### src/rtl/sfs_pkg.sv
// Shared types and constants for the sprite frame sequencer.
// No dependencies; every other file imports this package.
package sfs_pkg;

  localparam int FRAME_BITS_DEF = 8;
  localparam int CFG_W          = 16;
  localparam int CFG_IDX_W      = 3;
  localparam int ACC_W          = 17;
  localparam int PERIOD_W       = 16;
  localparam int ELAPSED_W      = 16;
  localparam int STEP_W         = 4;
  localparam int RANGE_W        = 8;
  localparam int COLS_W         = 8;
  localparam int CELL_W         = 10;
  localparam int PLAY_W         = 2;
  localparam int INDEX_W        = 8;
  localparam int XY_W           = 18;

  // Register indexes
  localparam logic [CFG_IDX_W-1:0] REG_FRAME_PERIOD  = 3'd0;
  localparam logic [CFG_IDX_W-1:0] REG_STEP_SIZE     = 3'd1;
  localparam logic [CFG_IDX_W-1:0] REG_FIRST_FRAME   = 3'd2;
  localparam logic [CFG_IDX_W-1:0] REG_LAST_FRAME    = 3'd3;
  localparam logic [CFG_IDX_W-1:0] REG_SHEET_COLUMNS = 3'd4;
  localparam logic [CFG_IDX_W-1:0] REG_CELL_WIDTH    = 3'd5;
  localparam logic [CFG_IDX_W-1:0] REG_CELL_HEIGHT   = 3'd6;
  localparam logic [CFG_IDX_W-1:0] REG_PLAY_MODE     = 3'd7;

  // Reset values of the registers
  localparam logic [PERIOD_W-1:0] RST_FRAME_PERIOD  = 16'd16667;
  localparam logic [STEP_W-1:0]   RST_STEP_SIZE     = 4'd1;
  localparam logic [RANGE_W-1:0]  RST_FIRST_FRAME   = 8'd0;
  localparam logic [RANGE_W-1:0]  RST_LAST_FRAME    = 8'd0;
  localparam logic [COLS_W-1:0]   RST_SHEET_COLUMNS = 8'd1;
  localparam logic [CELL_W-1:0]   RST_CELL_WIDTH    = 10'd0;
  localparam logic [CELL_W-1:0]   RST_CELL_HEIGHT   = 10'd0;

  // Play modes; the reserved code plays forward
  localparam logic [PLAY_W-1:0] PLAY_FORWARD  = 2'd0;
  localparam logic [PLAY_W-1:0] PLAY_REVERSE  = 2'd1;
  localparam logic [PLAY_W-1:0] PLAY_PINGPONG = 2'd2;
  localparam logic [PLAY_W-1:0] RST_PLAY_MODE = PLAY_FORWARD;

  // Item kinds
  localparam logic MODE_TICK    = 1'b0;
  localparam logic MODE_RESTART = 1'b1;

  typedef struct packed {
    logic [PERIOD_W-1:0] frame_period;
    logic [STEP_W-1:0]   step_size;
    logic [RANGE_W-1:0]  first_frame;
    logic [RANGE_W-1:0]  last_frame;
    logic [COLS_W-1:0]   sheet_columns;
    logic [CELL_W-1:0]   cell_width;
    logic [CELL_W-1:0]   cell_height;
    logic [PLAY_W-1:0]   play_mode;
  } cfg_t;

  // Controller to datapath commands
  typedef struct packed {
    logic accept;    // take the item, update the animation state, seed the divider
    logic div_step;  // one restoring divide step
    logic emit;      // scale row and column, load the output register
  } cmd_t;

endpackage

### src/rtl/sfs_ifs.sv
// Handshake channels of the sprite frame sequencer: tick items in, frame results out.
// Depends on sfs_pkg for field widths.
interface sfs_tick_if import sfs_pkg::*; ();
  logic                 valid;
  logic                 ready;
  logic                 mode;
  logic [ELAPSED_W-1:0] elapsed;

  modport source (output valid, mode, elapsed, input ready);
  modport sink   (input valid, mode, elapsed, output ready);
endinterface

interface sfs_frame_if import sfs_pkg::*; ();
  logic               valid;
  logic               ready;
  logic [INDEX_W-1:0] frame_index;
  logic [XY_W-1:0]    src_x;
  logic [XY_W-1:0]    src_y;
  logic               advanced;
  logic               cycle_done;

  modport source (output valid, frame_index, src_x, src_y, advanced, cycle_done,
                  input ready);
  modport sink   (input valid, frame_index, src_x, src_y, advanced, cycle_done,
                  output ready);
endinterface

### src/rtl/sfs_ctrl.sv
// Sequencer for the sprite frame sequencer: accept, divide, emit.
// Depends on sfs_pkg; drives sfs_dpath through cmd_t.
module sfs_ctrl import sfs_pkg::*; #(
  parameter int FRAME_BITS = FRAME_BITS_DEF
) (
  input  logic clk,
  input  logic rst,
  input  logic in_valid,
  output logic in_ready,
  output logic out_valid,
  input  logic out_ready,
  output cmd_t cmd
);

  localparam int CNT_W = $clog2(FRAME_BITS);
  localparam logic [CNT_W-1:0] CNT_LAST = CNT_W'(FRAME_BITS - 1);

  localparam logic [1:0] ST_IDLE = 2'd0;
  localparam logic [1:0] ST_DIV  = 2'd1;
  localparam logic [1:0] ST_EMIT = 2'd2;

  logic [1:0]       state, state_next;
  logic [CNT_W-1:0] cnt;
  logic             out_free;
  logic             div_last;

  assign in_ready = (state == ST_IDLE);
  assign out_free = !out_valid || out_ready;
  assign div_last = (cnt == CNT_LAST);

  assign cmd.accept   = in_valid && in_ready;
  assign cmd.div_step = (state == ST_DIV);
  assign cmd.emit     = (state == ST_EMIT) && out_free;

  always_comb begin
    state_next = state;
    case (state)
      ST_IDLE: if (in_valid) state_next = ST_DIV;
      ST_DIV:  if (div_last) state_next = ST_EMIT;
      ST_EMIT: if (out_free) state_next = ST_IDLE;
      default: state_next = ST_IDLE;
    endcase
  end

  always_ff @(posedge clk) begin
    if (rst) begin
      state     <= ST_IDLE;
      cnt       <= '0;
      out_valid <= 1'b0;
    end else begin
      state <= state_next;
      if (cmd.accept) begin
        cnt <= '0;
      end else if (cmd.div_step && !div_last) begin
        cnt <= cnt + 1'b1;
      end
      // hold the result until its transfer
      if (cmd.emit) begin
        out_valid <= 1'b1;
      end else if (out_ready) begin
        out_valid <= 1'b0;
      end
    end
  end

  a_emit_slot_free: assert property (@(posedge clk) disable iff (rst)
    cmd.emit |-> (!out_valid || out_ready))
    else $error("result loaded over a pending result");

  a_accept_starts_div: assert property (@(posedge clk) disable iff (rst)
    cmd.accept |=> (state == ST_DIV) && (cnt == '0))
    else $error("divide did not start after accept");

  a_div_length: assert property (@(posedge clk) disable iff (rst)
    (state == ST_DIV) && div_last |=> (state == ST_EMIT))
    else $error("divide ran past its step count");

  a_emit_sets_valid: assert property (@(posedge clk) disable iff (rst)
    cmd.emit |=> out_valid)
    else $error("emitted result not presented");

endmodule

### src/rtl/sfs_dpath.sv
// Datapath of the sprite frame sequencer: animation state, restoring divider,
// cell scaling and the output register. Depends on sfs_pkg; driven by sfs_ctrl.
module sfs_dpath import sfs_pkg::*; #(
  parameter int FRAME_BITS = FRAME_BITS_DEF
) (
  input  logic                 clk,
  input  logic                 rst,
  input  cfg_t                 cfg,
  input  cmd_t                 cmd,
  input  logic                 mode,
  input  logic [ELAPSED_W-1:0] elapsed,
  output logic [INDEX_W-1:0]   frame_index,
  output logic [XY_W-1:0]      src_x,
  output logic [XY_W-1:0]      src_y,
  output logic                 advanced,
  output logic                 cycle_done
);

  localparam int SUM_W = FRAME_BITS + STEP_W + 1;

  // animation state
  logic [ACC_W-1:0]      time_accumulator, acc_next;
  logic [FRAME_BITS-1:0] current_frame, frame_next;
  logic                  moving_forward, forward_next;
  logic [FRAME_BITS-1:0] working_start, start_next;
  logic [FRAME_BITS-1:0] working_limit, limit_next;
  logic                  adv_q, done_q, done_next;

  // divider
  logic [COLS_W-1:0]     rem;
  logic [FRAME_BITS-1:0] quo;
  logic [COLS_W:0]       trial;
  logic                  trial_ge;
  logic [COLS_W-1:0]     cols;

  // tick arithmetic
  logic [ACC_W:0]   acc_sum;
  logic [ACC_W-1:0] acc_sat;
  logic             fire;
  logic [SUM_W-1:0] cur_w, step_w, lim_w, up_sum, down_floor;
  logic             go_up, pingpong, overrun;

  assign acc_sum  = {1'b0, time_accumulator} + (ACC_W + 1)'(elapsed);
  assign acc_sat  = acc_sum[ACC_W] ? '1 : acc_sum[ACC_W-1:0];
  assign fire     = acc_sat > ACC_W'(cfg.frame_period);

  assign cur_w      = SUM_W'(current_frame);
  assign step_w     = SUM_W'(cfg.step_size);
  assign lim_w      = SUM_W'(working_limit);
  assign up_sum     = cur_w + step_w;
  assign down_floor = lim_w + step_w;

  assign pingpong = (cfg.play_mode == PLAY_PINGPONG);
  assign go_up    = pingpong ? moving_forward : (cfg.play_mode != PLAY_REVERSE);
  // stepping down: index - step < limit is index < limit + step
  assign overrun  = go_up ? (up_sum > lim_w) : (cur_w < down_floor);

  always_comb begin
    acc_next     = time_accumulator;
    frame_next   = current_frame;
    forward_next = moving_forward;
    start_next   = working_start;
    limit_next   = working_limit;
    done_next    = 1'b0;
    if (mode == MODE_RESTART) begin
      acc_next     = '0;
      forward_next = 1'b1;
      start_next   = FRAME_BITS'(cfg.first_frame);
      limit_next   = FRAME_BITS'(cfg.last_frame);
      frame_next   = FRAME_BITS'(cfg.first_frame);
    end else begin
      acc_next = acc_sat;
      if (fire) begin
        acc_next = acc_sat - ACC_W'(cfg.frame_period);
        if (overrun && pingpong) begin
          // turn around: clamp to the bound and swap the range
          frame_next   = working_limit;
          start_next   = working_limit;
          limit_next   = working_start;
          forward_next = !moving_forward;
        end else if (overrun) begin
          frame_next = working_start;
          done_next  = 1'b1;
        end else if (go_up) begin
          frame_next = up_sum[FRAME_BITS-1:0];
        end else begin
          frame_next = current_frame - FRAME_BITS'(cfg.step_size);
        end
      end
    end
  end

  always_ff @(posedge clk) begin
    if (rst) begin
      time_accumulator <= '0;
      current_frame    <= FRAME_BITS'(RST_FIRST_FRAME);
      moving_forward   <= 1'b1;
      working_start    <= FRAME_BITS'(RST_FIRST_FRAME);
      working_limit    <= FRAME_BITS'(RST_LAST_FRAME);
    end else if (cmd.accept) begin
      time_accumulator <= acc_next;
      current_frame    <= frame_next;
      moving_forward   <= forward_next;
      working_start    <= start_next;
      working_limit    <= limit_next;
    end
  end

  // zero columns count as one
  assign cols     = (cfg.sheet_columns == '0) ? COLS_W'(1) : cfg.sheet_columns;
  assign trial    = {rem, quo[FRAME_BITS-1]};
  assign trial_ge = trial >= {1'b0, cols};

  always_ff @(posedge clk) begin
    if (cmd.accept) begin
      rem   <= '0;
      quo   <= frame_next;
      adv_q <= (frame_next != current_frame);
      done_q <= done_next;
    end else if (cmd.div_step) begin
      rem <= trial_ge ? COLS_W'(trial - {1'b0, cols}) : trial[COLS_W-1:0];
      quo <= {quo[FRAME_BITS-2:0], trial_ge};
    end
  end

  // rem is the column, quo the row
  always_ff @(posedge clk) begin
    if (cmd.emit) begin
      frame_index <= INDEX_W'(current_frame);
      src_x       <= XY_W'(rem) * XY_W'(cfg.cell_width);
      src_y       <= XY_W'(quo) * XY_W'(cfg.cell_height);
      advanced    <= adv_q;
      cycle_done  <= done_q;
    end
  end

  a_restart_range: assert property (@(posedge clk) disable iff (rst)
    cmd.accept && (mode == MODE_RESTART) |=>
      moving_forward && (time_accumulator == '0) && (current_frame == working_start))
    else $error("restart left the range unloaded");

  a_done_no_pingpong: assert property (@(posedge clk) disable iff (rst)
    cmd.accept && done_next |-> !pingpong && (frame_next == working_start))
    else $error("wrap flagged outside forward or reverse play");

  a_turn_flips: assert property (@(posedge clk) disable iff (rst)
    cmd.accept && (mode == MODE_TICK) && fire && overrun && pingpong |=>
      (moving_forward != $past(moving_forward)) && (current_frame == working_start))
    else $error("ping-pong turn did not swap direction");

endmodule

### src/rtl/sprite_frame_sequencer.sv
// Sprite frame sequencer: frame stepping from elapsed time, sheet row/column split.
// Holds the configuration registers; uses sfs_pkg, sfs_ifs, sfs_ctrl and sfs_dpath.
//
// Each tick item adds its elapsed microseconds to a saturating 17-bit accumulator
// and takes at most one frame step once the frame period is exceeded; a restart
// item reloads the range and returns to the first frame. Every item yields one
// result. An item passes through these steps in order: its acceptance updates the
// animation state, the bit-serial restoring divider then splits the index into row
// and column, and the last step scales by the cell size and loads the output
// register. The next item is taken while the previous result waits in the output
// register; a result still held back when the following item reaches the scaling
// step stalls that item there.
module sprite_frame_sequencer import sfs_pkg::*; #(
  parameter int FRAME_BITS = FRAME_BITS_DEF
) (
  input  logic                 clk,
  input  logic                 rst,
  input  logic                 cfg_we,
  input  logic [CFG_IDX_W-1:0] cfg_index,
  input  logic [CFG_W-1:0]     cfg_data,
  sfs_tick_if.sink             tick,
  sfs_frame_if.source          frame
);

  cfg_t cfg;
  cmd_t cmd;

  always_ff @(posedge clk) begin
    if (rst) begin
      cfg.frame_period  <= RST_FRAME_PERIOD;
      cfg.step_size     <= RST_STEP_SIZE;
      cfg.first_frame   <= RST_FIRST_FRAME;
      cfg.last_frame    <= RST_LAST_FRAME;
      cfg.sheet_columns <= RST_SHEET_COLUMNS;
      cfg.cell_width    <= RST_CELL_WIDTH;
      cfg.cell_height   <= RST_CELL_HEIGHT;
      cfg.play_mode     <= RST_PLAY_MODE;
    end else if (cfg_we) begin
      case (cfg_index)
        REG_FRAME_PERIOD:  cfg.frame_period  <= cfg_data[PERIOD_W-1:0];
        REG_STEP_SIZE:     cfg.step_size     <= cfg_data[STEP_W-1:0];
        REG_FIRST_FRAME:   cfg.first_frame   <= cfg_data[RANGE_W-1:0];
        REG_LAST_FRAME:    cfg.last_frame    <= cfg_data[RANGE_W-1:0];
        REG_SHEET_COLUMNS: cfg.sheet_columns <= cfg_data[COLS_W-1:0];
        REG_CELL_WIDTH:    cfg.cell_width    <= cfg_data[CELL_W-1:0];
        REG_CELL_HEIGHT:   cfg.cell_height   <= cfg_data[CELL_W-1:0];
        REG_PLAY_MODE:     cfg.play_mode     <= cfg_data[PLAY_W-1:0];
        default: ;
      endcase
    end
  end

  sfs_ctrl #(
    .FRAME_BITS(FRAME_BITS)
  ) u_ctrl (
    .clk       (clk),
    .rst       (rst),
    .in_valid  (tick.valid),
    .in_ready  (tick.ready),
    .out_valid (frame.valid),
    .out_ready (frame.ready),
    .cmd       (cmd)
  );

  sfs_dpath #(
    .FRAME_BITS(FRAME_BITS)
  ) u_dpath (
    .clk         (clk),
    .rst         (rst),
    .cfg         (cfg),
    .cmd         (cmd),
    .mode        (tick.mode),
    .elapsed     (tick.elapsed),
    .frame_index (frame.frame_index),
    .src_x       (frame.src_x),
    .src_y       (frame.src_y),
    .advanced    (frame.advanced),
    .cycle_done  (frame.cycle_done)
  );

endmodule
### src/flat_wrapper.sv
// flat-port wrapper written by rule: the top's interface ports become plain ports
module sprite_frame_sequencer_flat import sfs_pkg::*;
#(
  parameter int FRAME_BITS = FRAME_BITS_DEF
)
  (clk, rst, cfg_we, cfg_index, cfg_data, tick_valid, tick_mode, tick_elapsed, tick_ready, frame_valid, frame_frame_index, frame_src_x, frame_src_y, frame_advanced, frame_cycle_done, frame_ready);
  sfs_tick_if tick_i ();
  sfs_frame_if frame_i ();
  input  logic clk;
  input  logic rst;
  input  logic cfg_we;
  input  logic [CFG_IDX_W-1:0] cfg_index;
  input  logic [CFG_W-1:0] cfg_data;
  input wire logic [$bits(tick_i.valid)-1:0] tick_valid;
  input wire logic [$bits(tick_i.mode)-1:0] tick_mode;
  input wire logic [$bits(tick_i.elapsed)-1:0] tick_elapsed;
  output wire logic [$bits(tick_i.ready)-1:0] tick_ready;
  output wire logic [$bits(frame_i.valid)-1:0] frame_valid;
  output wire logic [$bits(frame_i.frame_index)-1:0] frame_frame_index;
  output wire logic [$bits(frame_i.src_x)-1:0] frame_src_x;
  output wire logic [$bits(frame_i.src_y)-1:0] frame_src_y;
  output wire logic [$bits(frame_i.advanced)-1:0] frame_advanced;
  output wire logic [$bits(frame_i.cycle_done)-1:0] frame_cycle_done;
  input wire logic [$bits(frame_i.ready)-1:0] frame_ready;
  assign tick_i.valid = tick_valid;
  assign tick_i.mode = tick_mode;
  assign tick_i.elapsed = tick_elapsed;
  assign tick_ready = tick_i.ready;
  assign frame_valid = frame_i.valid;
  assign frame_frame_index = frame_i.frame_index;
  assign frame_src_x = frame_i.src_x;
  assign frame_src_y = frame_i.src_y;
  assign frame_advanced = frame_i.advanced;
  assign frame_cycle_done = frame_i.cycle_done;
  assign frame_i.ready = frame_ready;
  sprite_frame_sequencer #(.FRAME_BITS(FRAME_BITS)) u_core (.clk(clk), .rst(rst), .cfg_we(cfg_we), .cfg_index(cfg_index), .cfg_data(cfg_data), .tick(tick_i), .frame(frame_i));
endmodule
### config.mk
export PLATFORM = sky130hd
export DESIGN_NAME = sprite_frame_sequencer_flat
export DESIGN_NICKNAME = d
export VERILOG_FILES = /design/src/rtl/sfs_pkg.sv /design/src/rtl/sfs_ifs.sv /design/src/rtl/sfs_ctrl.sv /design/src/rtl/sfs_dpath.sv /design/src/rtl/sprite_frame_sequencer.sv /design/src/flat_wrapper.sv
export SDC_FILE = /design/constraint.sdc
export NUM_CORES = 1
export LEC_CHECK = 0
export BUFFER_PORTS_ARGS = -buffer_cell sky130_fd_sc_hd__buf_2
export CORE_MARGIN = 2
export CORE_UTILIZATION = 63
export CTS_CLUSTER_SIZE = 12
export DETAILED_ROUTE_END_ITERATION = 7
export PLACE_DENSITY = 0.94
export SLEW_MARGIN = 20
export SYNTH_ARGS = -nofsm -noshare
export SYNTH_HDL_FRONTEND = slang
export SYNTH_SLANG_ARGS = --single-unit
### constraint.sdc
create_clock -name clk -period 6.7 [get_ports clk]
set_input_delay 0.335 -clock clk [delete_from_list [all_inputs] [get_ports clk]]
set_output_delay 0.335 -clock clk [all_outputs]
set_load 0.01 [all_outputs]
==> results.sh <==
export IMPL_status="completed"
export IMPL_cpPeakStageDelay_ns=0.54
export IMPL_timing_final_crit_share_pct=83.72
export IMPL_drt_iter0_drc=1478
export IMPL_ir_drop_mv=0.2035
export IMPL_synth_fp_nets=2009
export IMPL_final_net_count=2050
export IMPL_placeableCoreArea_um2=23470
export IMPL_finalCoreUtilization_pct=69.04
export IMPL_pre_cts_ws_ns=1.097
export IMPL_synth_fa_ha_area_share_pct=25.67
export IMPL_post_cts_hold_buffer_count=0
export IMPL_unrepaired_setup_endpoints_after_global_routing="false"
export IMPL_cell_type_contributing_the_most_total_cell_area_after_synthesis="sky130_fd_sc_hd__dfxtp_1"
export IMPL_gp_congestion=0.9358
export IMPL_timing_final_max_slew_violations=0
export IMPL_clk_pin_slew_ns=0.07
export IMPL_cts_htree_levels=4
export IMPL_hold_violations=0
export IMPL_timing_slew_headroom_pct=30.16
export IMPL_drv_max_cap_violation_count=0
export IMPL_clk_path_buf_depth=2
export IMPL_drive_gt1_share_pct=9.183
export IMPL_all_layer_gr_usage_pct=31.95
export IMPL_worst_endpoint_arrival_ns=5.94
export IMPL_pin_count_of_the_biggest_net_entering_global_routing=101
export IMPL_leakage_power_uw=0.007245
export IMPL_grt_pass1_wl_um=63500
export IMPL_post_synth_mux_area_share_pct=2.165
export IMPL_synth_top_cells_by_area="sky130_fd_sc_hd__dfxtp_1 (16%), sky130_fd_sc_hd__fa_1 (14%), sky130_fd_sc_hd__ha_1 (12%)"
export IMPL_final_report_setup_violation_count=0
export IMPL_synth_lib_cells_used_distinct=76
export IMPL_worst_path_max_delay_cell="sky130_fd_sc_hd__nand4_1"
export IMPL_edff_count_synth=56
export IMPL_synth_top_family_by_area="adder cells"
export IMPL_antenna_found_initial=0
export IMPL_die_width_um=158.4
export IMPL_yosys_register_bits=178
export IMPL_timing_critical_path_cells="ha_1 > a211oi_2 > o21bai_1 > o31a_1 > o31a_1 > a221o_1 > nand2_1 > nand2_1 > ha_1 > nand3_1 > nor3_1 > o31a_1 > o221ai_1 > a31oi_1 > nand2b_2 > nand4_1 > o221a_2"
export IMPL_synth_xor_area_share_pct=4.722
export IMPL_drt_antenna_violating_nets=0
export IMPL_post_route_drc_count=0
export IMPL_firstDrtPassIters=6
export IMPL_critical_path_peak_fanout=17
export IMPL_die_area_um2=25100
export IMPL_postCtsResizedCells=0
export IMPL_floorplan_initialDensity_pct=64.00
export IMPL_routed_wirelength_um=38110
export IMPL_cpMostUsedCell="sky130_fd_sc_hd__o31a_1"
export IMPL_postLayoutCellArea_um2=16200
export IMPL_grt_overflow_total=0
export IMPL_synthArstFlopShare_pct=0
export IMPL_floorplan_io_pins=89
export IMPL_fillCellCount=1688
export IMPL_placed_cell_area_um2=15630
export IMPL_compound_gate_portion_of_the_synthesized_area_pct=14.34
export IMPL_worst_skew_pair_late_latency_ns=0.44
export IMPL_mappedNetlistArea_um2=15020
export IMPL_crit_required_ns=7.03
export IMPL_clock_skew_ns=0.009148
export IMPL_max_clock_freq_mhz=178.3
export IMPL_final_period_minus_worst_setup_slack_ns=5.609
export IMPL_drt_wirelength_per_cell_um=18.20
export IMPL_vias=12860
export IMPL_synth_top_cell_area_share_pct=16.26
export IMPL_synth_sequential_area_ratio_pct=27.45
export IMPL_cts_tree="yes"
export IMPL_syn_mean_instance_area_um2=8.729
export IMPL_cts_made_buffers=17
export IMPL_synthCells=1721
export IMPL_via_count_of_the_first_global_routing_pass=12910
export IMPL_worst_setup_path_category="reg -> reg"
export IMPL_final_setup_tns_ns=0
export IMPL_root_buffer="sky130_fd_sc_hd__clkbuf_16"
export IMPL_yosys_area_share_simple_pct=19.16
export IMPL_antenna_diode_count=0
export IMPL_dp_hpwl_um=27560
export IMPL_cts_setup_buffers=0
export IMPL_die_height_um=158.4
export IMPL_sink_count=178
export IMPL_yosys_warnings=0
export IMPL_startpoint_type="flop"
export IMPL_hold_path_class="in -> reg"
export IMPL_ys_dominant_reg_cell="sky130_fd_sc_hd__dfxtp_1"
export IMPL_row_count=56
export IMPL_most_common_cell_in_the_netlist="sky130_fd_sc_hd__nand2_1"
export IMPL_timing_critical_path_to_type="flop"
export IMPL_slew_worst_pin_ns=1.048
export IMPL_layout_area_overhead_vs_synth_pct=7.862
export IMPL_hold_ws_ns=0.09457
export IMPL_final_critical_path_setup_slack_ns=1.091
export IMPL_p_per_area_nw_per_um2=262.6
export IMPL_vias_per_std_cell=6.141
export IMPL_io_buffer_count=88
export IMPL_ys_top_cells_by_count="sky130_fd_sc_hd__nand2_1 (270), sky130_fd_sc_hd__inv_1 (178), sky130_fd_sc_hd__ha_1 (145)"
kinds of logic after synthesis:
family / Yosys count
adder cells (fa/ha/maj): 247
AO/OA/AOI/OAI: 315
AND/OR/NAND/NOR: 617
buffers and inverters: 251
multiplexers: 32
XOR/XNOR: 81
flip-flops: 178
cell type report:
class / count / area (um2) / area share, %
inverter: 178 / 668.1 / 4.123
clock buffer: 22 / 476.7 / 2.942
tap: 319 / 399.1 / 2.463
multi-input combinational: 1292 / 9946 / 61.38
clock inverter: 10 / 97.59 / 0.6023
timing repair buffer: 95 / 493.0 / 3.042
sequential: 178 / 4124 / 25.45
flip-flops by register name, summed over array words and instances (netlist names):
signal and cells:
u_core.cfg 66, u_core.u_ctrl.cnt 3, u_core.u_ctrl.out_valid 1, u_core.u_ctrl.state 2, u_core.u_dpath.adv_q 1, u_core.u_dpath.advanced 1
u_core.u_dpath.current_frame 8, u_core.u_dpath.cycle_done 1, u_core.u_dpath.done_q 1, u_core.u_dpath.frame_index 8, u_core.u_dpath.moving_forward 1, u_core.u_dpath.quo 8
u_core.u_dpath.rem 8, u_core.u_dpath.src_x 18, u_core.u_dpath.src_y 18, u_core.u_dpath.time_accumulator 17, u_core.u_dpath.working_limit 8, u_core.u_dpath.working_start 8
critical path, delay by kind of cell (launching register included):
family / cells / cell delay [ns]
AND/OR/NAND/NOR: 6 / 1.69
adder cells (fa/ha/maj): 2 / 0.67
AO/OA/AOI/OAI: 9 / 2.72
flip-flops: 1 / 0.38
layout by cell type (no fill, tap or decap), types with 45 or more instances in the layout:
master                     synthesis  routed
sky130_fd_sc_hd__ha_1            145     145
sky130_fd_sc_hd__nor2_1          109     108
sky130_fd_sc_hd__buf_2             5      88
sky130_fd_sc_hd__fa_1            102     102
sky130_fd_sc_hd__edfxtp_1         56      56
sky130_fd_sc_hd__a21oi_1         115     115
sky130_fd_sc_hd__inv_1           178     178
sky130_fd_sc_hd__nand2_1         270     270
sky130_fd_sc_hd__dfxtp_1         122     122
sky130_fd_sc_hd__and2_1           83      83
sky130_fd_sc_hd__o21ai_0          45      45
sky130_fd_sc_hd__xnor2_1          50      50
through the flow:
stage               power [uW]  instances
CTS                       4191       2094
global placement          3112       2062
floorplan                 2781       1721
finish                    4255       2094
detailed placement        3181       2062
global route              4483       2094
power breakdown:
group | total, uW | internal (uW) | switching (uW)
combinational | 1850 | 757 | 1090
clock | 994 | 549 | 445
sequential | 1410 | 1220 | 200
worst paths after layout:
path                                            from                               to  slack [ns]  cells past startpoint
setup / recovery  u_core.u_dpath.time_accumulator[1]  u_core.u_dpath.working_start[6]        1.09                     17
hold / removal                          cfg_data[14]                   u_core.cfg[64]        0.09                      2
hold reg to reg                       u_core.cfg[63]                   u_core.cfg[63]        0.45                      2
setup reg to reg  u_core.u_dpath.time_accumulator[1]  u_core.u_dpath.working_start[6]        1.09                     17
layer usage:
layer / part of all wire (%) / GRT usage [%] / vias to the layer above / wire (um)
met5: 0 / 0 / - / 0
met4: 3.8 / 13.99 / 0 / 1447
met3: 8.9 / 5.035 / 142 / 3409
met2: 48 / 53.95 / 743 / 18200
met1: 39 / 40.71 / 6066 / 15050
li1: - / - / 5908 / -
Power figures use the tool's default switching activity.
